$ cat src/hdl/assert_macros.svh
// Assertion macros for the file that checks its own logic (complex_arith_unit).
`ifndef ASSERT_MACROS_SVH
`define ASSERT_MACROS_SVH

// Concurrent check on the rising clock edge, switched off during reset.
`define CAU_ASSERT(lbl, prop, msg) \
  lbl: assert property (@(posedge clk) disable iff (rst) (prop)) else $error(msg);

// Same check, also active while reset is asserted.
`define CAU_ASSERT_ALWAYS(lbl, prop, msg) \
  lbl: assert property (@(posedge clk) (prop)) else $error(msg);

`endif

$ cat src/hdl/cau_pkg.sv
// Shared types and constants of the complex arithmetic unit.
package cau_pkg;

  localparam int FIELD_W = 32;
  localparam int DATA_WIDTH_DEF = 32;
  localparam int FRAC_BITS_DEF = 16;

  typedef enum logic [1:0] {
    OP_ADD = 2'd0,
    OP_SUB = 2'd1,
    OP_MUL = 2'd2,
    OP_DIV = 2'd3
  } op_t;

  localparam logic [1:0] ST_OK  = 2'd0;
  localparam logic [1:0] ST_DZ  = 2'd1;
  localparam logic [1:0] ST_OVF = 2'd2;

  // Control that travels with an item down the divider chain.
  typedef struct packed {
    op_t  op;
    logic neg_re;
    logic neg_im;
    logic dz;
    logic ovf_re;
    logic ovf_im;
  } cau_ctl_t;

endpackage

$ cat src/hdl/cau_div_cell.sv
// One restoring-division cell: decides quotient bit K of both components.
module cau_div_cell import cau_pkg::*; #(
  parameter int DATA_WIDTH = DATA_WIDTH_DEF,
  parameter int FRAC_BITS  = FRAC_BITS_DEF,
  parameter int K          = 0
) (
  input  logic                              clk,
  input  logic                              rst,
  input  logic                              up_valid,
  output logic                              up_ready,
  input  cau_ctl_t                          up_ctl,
  input  logic [2*DATA_WIDTH-1:0]           up_den,
  input  logic [2*DATA_WIDTH+FRAC_BITS-1:0] up_rem_re,
  input  logic [2*DATA_WIDTH+FRAC_BITS-1:0] up_rem_im,
  input  logic [DATA_WIDTH-1:0]             up_q_re,
  input  logic [DATA_WIDTH-1:0]             up_q_im,
  output logic                              dn_valid,
  input  logic                              dn_ready,
  output cau_ctl_t                          dn_ctl,
  output logic [2*DATA_WIDTH-1:0]           dn_den,
  output logic [2*DATA_WIDTH+FRAC_BITS-1:0] dn_rem_re,
  output logic [2*DATA_WIDTH+FRAC_BITS-1:0] dn_rem_im,
  output logic [DATA_WIDTH-1:0]             dn_q_re,
  output logic [DATA_WIDTH-1:0]             dn_q_im
);
  localparam int W  = DATA_WIDTH;
  localparam int RW = 2*W + FRAC_BITS;
  localparam int XW = 3*W + FRAC_BITS;

  logic [XW-1:0] dsh;
  logic          live, take_re, take_im;

  assign up_ready = !dn_valid || dn_ready;

  always_comb begin
    dsh     = XW'(up_den) << K;
    live    = (up_ctl.op == OP_DIV) && !up_ctl.dz;
    take_re = live && !up_ctl.ovf_re && (XW'(up_rem_re) >= dsh);
    take_im = live && !up_ctl.ovf_im && (XW'(up_rem_im) >= dsh);
  end

  always_ff @(posedge clk) begin
    if (rst) begin
      dn_valid <= 1'b0;
    end else if (up_ready) begin
      dn_valid <= up_valid;
    end
    if (up_ready && up_valid) begin
      dn_ctl    <= up_ctl;
      dn_den    <= up_den;
      dn_rem_re <= take_re ? (up_rem_re - dsh[RW-1:0]) : up_rem_re;
      dn_rem_im <= take_im ? (up_rem_im - dsh[RW-1:0]) : up_rem_im;
      dn_q_re   <= take_re ? (up_q_re | (W'(1) << K)) : up_q_re;
      dn_q_im   <= take_im ? (up_q_im | (W'(1) << K)) : up_q_im;
    end
  end
endmodule

$ cat config.mk
export PLATFORM = sky130hd
export DESIGN_NAME = cau_div_cell
export DESIGN_NICKNAME = d
export VERILOG_FILES = /design/src/hdl/assert_macros.svh /design/src/hdl/cau_pkg.sv /design/src/hdl/cau_div_cell.sv
export SDC_FILE = /design/constraint.sdc
export NUM_CORES = 1
export LEC_CHECK = 0
export ABC_CLOCK_PERIOD_IN_PS = 10700
export BUFFER_PORTS_ARGS = -buffer_cell sky130_fd_sc_hd__buf_2
export CAP_MARGIN = 20
export CORE_MARGIN = 8
export CORE_UTILIZATION = 35
export DETAILED_ROUTE_END_ITERATION = 10
export HOLD_SLACK_MARGIN = 0.05
export PLACE_DENSITY = 0.66
export SYNTH_ARGS = -nofsm -noshare
export SYNTH_HDL_FRONTEND = slang
export SYNTH_SLANG_ARGS = --single-unit
$ cat constraint.sdc
create_clock -name clk -period 10.7 [get_ports clk]
set_input_delay 3.21 -clock clk [delete_from_list [all_inputs] [get_ports clk]]
set_output_delay 3.21 -clock clk [all_outputs]
set_load 0.02 [all_outputs]
# Yosys cells after proc, flatten, opt, wreduce, memory -nomap -nowiden
# Cells that the tools add are included.
[op_classes] n_mux=2 magnitude_cmp=2 n_addsub=2 eq_ne=1 n_reduce_logical=11
[op_table] op="$ge A80 B64 Y1" n=2
[op_table] op="$mux W80" n=2
[op_table] op="$sub A80 B64 Y80" n=2
[op_table] op="$logic_and A1 B1 Y1" n=6
[op_table] op="$logic_not A1 Y1" n=4
[op_table] op="$eq A2 B2 Y1 const B" n=1
[op_table] op="$logic_or A1 B1 Y1" n=1
[word_totals] inputBits=299 out_inout_bits=297 reg_bits=296

# Depth between registers and ports, before layout
[depth] word_depth=5 ltp_mapped=16

# Worst setup path after synthesis
# OpenSTA, ideal clock, no wires.
[synth_path] path_type="input to register" startpoint="in dn_ready" endpoint="reg dn_ctl[0] (netlist bit) (enable)" n_path_buf=0 t_required_ns=10.007 path_stages=2 setup_slack_ns=-0.188 arrival_time_ns=10.195 setup_ns=0.693 cell_sequence="nand2b_1 > and2_1"
[synth_via] elab_chain_len=2
[synth_lines] item="from (decl)" line_no="cau_div_cell.sv:18" text="input logic dn_ready,"
[synth_lines] item="$logic_or A1 B1 Y1" line_no="cau_div_cell.sv:33" text="assign up_ready = !dn_valid || dn_ready;"
[synth_lines] item="$logic_and A1 B1 Y1" line_no="cau_div_cell.sv:48" text="if (up_ready && up_valid) begin"
[synth_lines] item="to (signal assigned)" line_no="cau_div_cell.sv:49" text="dn_ctl <= up_ctl;"
[synth_lines] item="to (decl)" line_no="cau_div_cell.sv:19" text="output cau_ctl_t dn_ctl,"
# Every way passes these cells.
# A chain may end at the register's enable or synchronous reset.

# Worst setup path in the final report
[layout_path] startpoint="in up_den[61]" endpoint="reg dn_rem_re[76] (data pin)"
[layout_via] elab_chain_len=3
[layout_lines] item="from (decl)" line_no="cau_div_cell.sv:12" text="input logic [2*DATA_WIDTH-1:0] up_den,"
[layout_lines] item="$ge A80 B64 Y1" line_no="cau_div_cell.sv:38" text="take_re = live && !up_ctl.ovf_re && (XW'(up_rem_re) >= dsh);"
[layout_lines] item="$logic_and A1 B1 Y1" line_no="cau_div_cell.sv:38"
[layout_lines] item="$mux W80 (*)" line_no="cau_div_cell.sv:51" text="dn_rem_re <= take_re ? (up_rem_re - dsh[RW-1:0]) : up_rem_re;"
[layout_lines] item="to (signal assigned)" line_no="cau_div_cell.sv:51"
[layout_lines] item="to (decl)" line_no="cau_div_cell.sv:21" text="output logic [2*DATA_WIDTH+FRAC_BITS-1:0] dn_rem_re,"
# Mark *: on every way between the ends. The rest lies on a longest branch, timed or not.

==> results.py <==
metrics = {
    "floorplan": {
        "die_h_um": 250,
        "die_x_um": 250,
        "start_util_pct": 35.1,
        "core_area_mm2": 0.0547,
        "dieArea_mm2": 0.0626,
        "pin_count": 596,
        "rows": 86,
    },
    "power_and_ir_drop": {
        "p_int_w": 0.00236,
        "max-vdd-ir-drop_v": 0.000102,
        "p_per_area_mw_per_mm2": 145,
        "clkPwrFrac_pct": 34.4,
        "p_sw_w": 0.00110,
        "pwr-share-comb_pct": 25.5,
        "swShare_pct": 31.8,
        "p_leak_nw": 10.4,
        "seq_power_share_pct": 40.1,
    },
    "clock_tree": {
        "cts_tree": "done",
        "ctsHoldBuffers": 0,
        "cts_buffers": 36,
        "cts.clk_slew.worst_paths_ns": 0.07,
        "root_buffer": "clkbuf_16",
        "cts_setup_buffers": 0,
        "cts_buffer_depth": 3,
        "clk_latency_ns": 0.54,
        "ctsResizeCount": 0,
        "htreeDepth": 2,
        "clock_sinks": 296,
    },
    "cells_and_area": {
        "regArea_mm2": 0.00888,
        "drive_above_1_share_pct": 28.0,
        "finalNetCount": 2921,
        "fillers": 5357,
        "area_delta_synth_final_pct": 24.2,
        "multi_input_area_mm2": 0.00944,
        "fin_cells": 3232,
    },
    "synthesis": {
        "synth_cells": 1944,
        "synth_top_family_by_area": "compound AO/OA/AOI/OAI gates",
        "yosysMostFrequentCell": "edfxtp_1",
        "synth_fp_nets": 2373,
        "synthDistinctLibCells": 85,
        "synth_compound_area_share_pct": 19.7,
        "ys_warn_count": 0,
        "synthArstFlopShare_pct": 0,
        "synthFlopType": "edfxtp_1",
        "ys_ff_latch": 296,
        "synthTopCellsByCount": "295 x edfxtp_1, 249 x nand2_1, 202 x o21ai_0",
        "syn-cell-area_mm2": 0.0192,
        "yosysTopAreaCellShare_pct": 46.2,
        "yosys.area.top_type": "edfxtp_1",
        "syn_avg_cell_area_um2": 9.87,
        "synth_edf_count": 295,
        "synthMuxAreaShare_pct": 0.293,
        "synth_xor_area_share_pct": 6.98,
        "synth_area_leaders": "edfxtp_1 46%, ha_1 8.3%, o21ai_0 5.3%, nand2_1 4.9%, xnor2_1 4.6%",
        "yosys.area_share.simple_pct": 13.5,
        "synthAdderAreaFrac_pct": 8.56,
        "yosysSeqAreaShare_pct": 46.3,
    },
    "placed_design": {
        "place_ws_ns": 2.69,
        "dp_cells": 3158,
        "port_buffers": 595,
        "place.gp.congestion": 0.975,
        "hpwl_um": 59800,
    },
    "timing": {
        "slew_viol_final": 0,
        "hold_viol_final": 0,
        "fin_ws_ns": 3.29,
        "finalSetupViolCount": 0,
        "hold_slack_ns": 0.548,
        "tightest_slew_ns": 1.20,
        "rsz0062_at_grt": "false",
        "relSlewSlack_pct": 19.3,
        "skew_ns": 0.0118,
        "fin_crit_ns": 7.41,
        "max_freq_ghz": 0.135,
        "tns_ns": 0,
        "fin_crit_sh_pct": 69.2,
    },
    "run_status": {
        "status": "finished clean",
    },
    "grt": {
        "grtUsageTotal_pct": 22.0,
        "grt_overflow": 0,
        "grt_pass1_wl_um": 108000,
        "grt_max_degree": 150,
        "grt_pass1_vias": 17400,
        "antenna_found_initial": 14,
    },
    "critical_path": {
        "r2r-end": "dn_rem_re[41]",
        "crit_fanout": 67,
        "endpoint": "dn_rem_re[76]",
        "startpoint": "up_den[61]",
        "r2r_start": "dn_valid",
        "critPathSlowestCell": "buf_4",
        "required_ns": 10.99,
        "max_stage_delay_ns": 0.60,
        "crit_type": "in -> reg",
        "critPathLaunchType": "input port",
        "cp_cell_sequence": "buf_2, inv_1, ha_1, a21o_1, a21oi_1, nor2_1, or2_2, a221oi_1, o211ai_1, o31ai_4, buf_4, buf_4, nor2_1, nor4b_1, o21ai_2, xnor2_1",
        "worst_ep_arrival_time_ns": 7.69,
        "r2r_slack_ns": 8.05,
        "ff2ff_path_depth": 3,
        "end_kind": "flip-flop",
    },
    "drt": {
        "final_antenna_net_count": 0,
        "vias": 17300,
        "first_iter_violations": 1365,
        "drcViolationCount": 0,
        "vias_per_cell": 5.37,
        "first_pass_iters": 5,
        "wl_per_cell_um": 22.5,
        "wl_um": 72800,
    },
    "hold_path": {
        "hold_path_class": "reg -> reg",
    },
    "job": {
        "drv_cap": 0,
    },
}
## placed cells by master (no fill, tap or decap), drive strengths merged, types with 72 or more instances in the layout
| cell | netlist | routed |
|---|---|---|
| a21o | 72 | 72 |
| a21oi | 156 | 156 |
| buf | 41 | 602 |
| edfxtp | 295 | 295 |
| ha | 128 | 128 |
| inv | 114 | 119 |
| nand2 | 251 | 251 |
| nor2 | 89 | 89 |
| o21ai | 221 | 221 |
| xnor2 | 101 | 101 |
## kinds of logic after synthesis
logic type / Yosys count
AND/OR/NAND/NOR: 545
XOR/XNOR: 153
buffers and inverters: 206
multiplexers: 5
flip-flops: 296
adder cells (fa/ha/maj): 130
AO/OA/AOI/OAI: 609
## through the flow
stage	instance area [µm²]	power, W	util (%)
2_1_floorplan	19200	0.00198	-
4_1_cts	23800	0.00350	43.5
5_1_grt	23800	0.00361	43.6
3_3_place_gp	22700	0.00228	41.5
3_5_place_dp	22700	0.00229	41.5
6_report	23800	0.00346	43.6
## critical path: cells and delay by family
| kind | cells | cell delay (ns) |
|---|---|---|
| buf+inv | 4 | 1.33 |
| fa+ha+maj | 1 | 0.44 |
| compound gates | 6 | 1.80 |
| xor+xnor | 1 | 0.09 |
| simple gates | 4 | 0.72 |
## cell type report
cell class | instances | area share (%)
Clock buffer | 46 | 3.98
Inverter | 114 | 1.80
Antenna cell | 12 | 0.126
Timing Repair Buffer | 602 | 12.8
Sequential cell | 296 | 37.3
Multi-Input combinational cell | 1442 | 39.6
Tap cell | 704 | 3.70
Clock inverter | 16 | 0.693
## worst min path at each step
| stage | startpoint | to | slack [ns] | cells past startpoint |
|---|---|---|---|---|
| global placement | dn_valid | dn_valid | 0.53 | 2 |
| detailed placement | dn_valid | dn_valid | 0.54 | 2 |
| global route | dn_valid | dn_valid | 0.60 | 2 |
| CTS | dn_valid | dn_valid | 0.55 | 2 |
| floorplan | dn_valid | dn_valid | 0.73 | 2 |
| finish | dn_valid | dn_valid | 0.55 | 2 |
## per-layer routing
metal | GRT usage [%] | vias up | wire length [µm]
met5 | 0 | - | 50
met4 | 6.43 | 8 | 1710
met3 | 4.82 | 98 | 5100
met2 | 37.1 | 644 | 34900
met1 | 28.1 | 8340 | 31000
li1 | - | 8257 | -
## power by group through the flow
| stage | sequential, W | clock (W) | combinational, W |
|---|---|---|---|
| floorplan | 0.00151 | 0 | 0.000473 |
| global placement | 0.00141 | 0 | 0.000874 |
| detailed placement | 0.00141 | 0 | 0.000877 |
| CTS | 0.00139 | 0.00122 | 0.000882 |
| global route | 0.00139 | 0.00126 | 0.000960 |
| finish | 0.00139 | 0.00119 | 0.000884 |
## sequential cells by signal, indices dropped and copies added (netlist names)
| register | flops |
|---|---|
| dn_valid | 1 |
| dn_rem_im | 80 |
| dn_den | 64 |
| dn_rem_re | 80 |
| dn_q_im | 32 |
| dn_q_re | 32 |
| dn_ctl | 7 |
No activity file was read; power rests on OpenSTA's default activity.
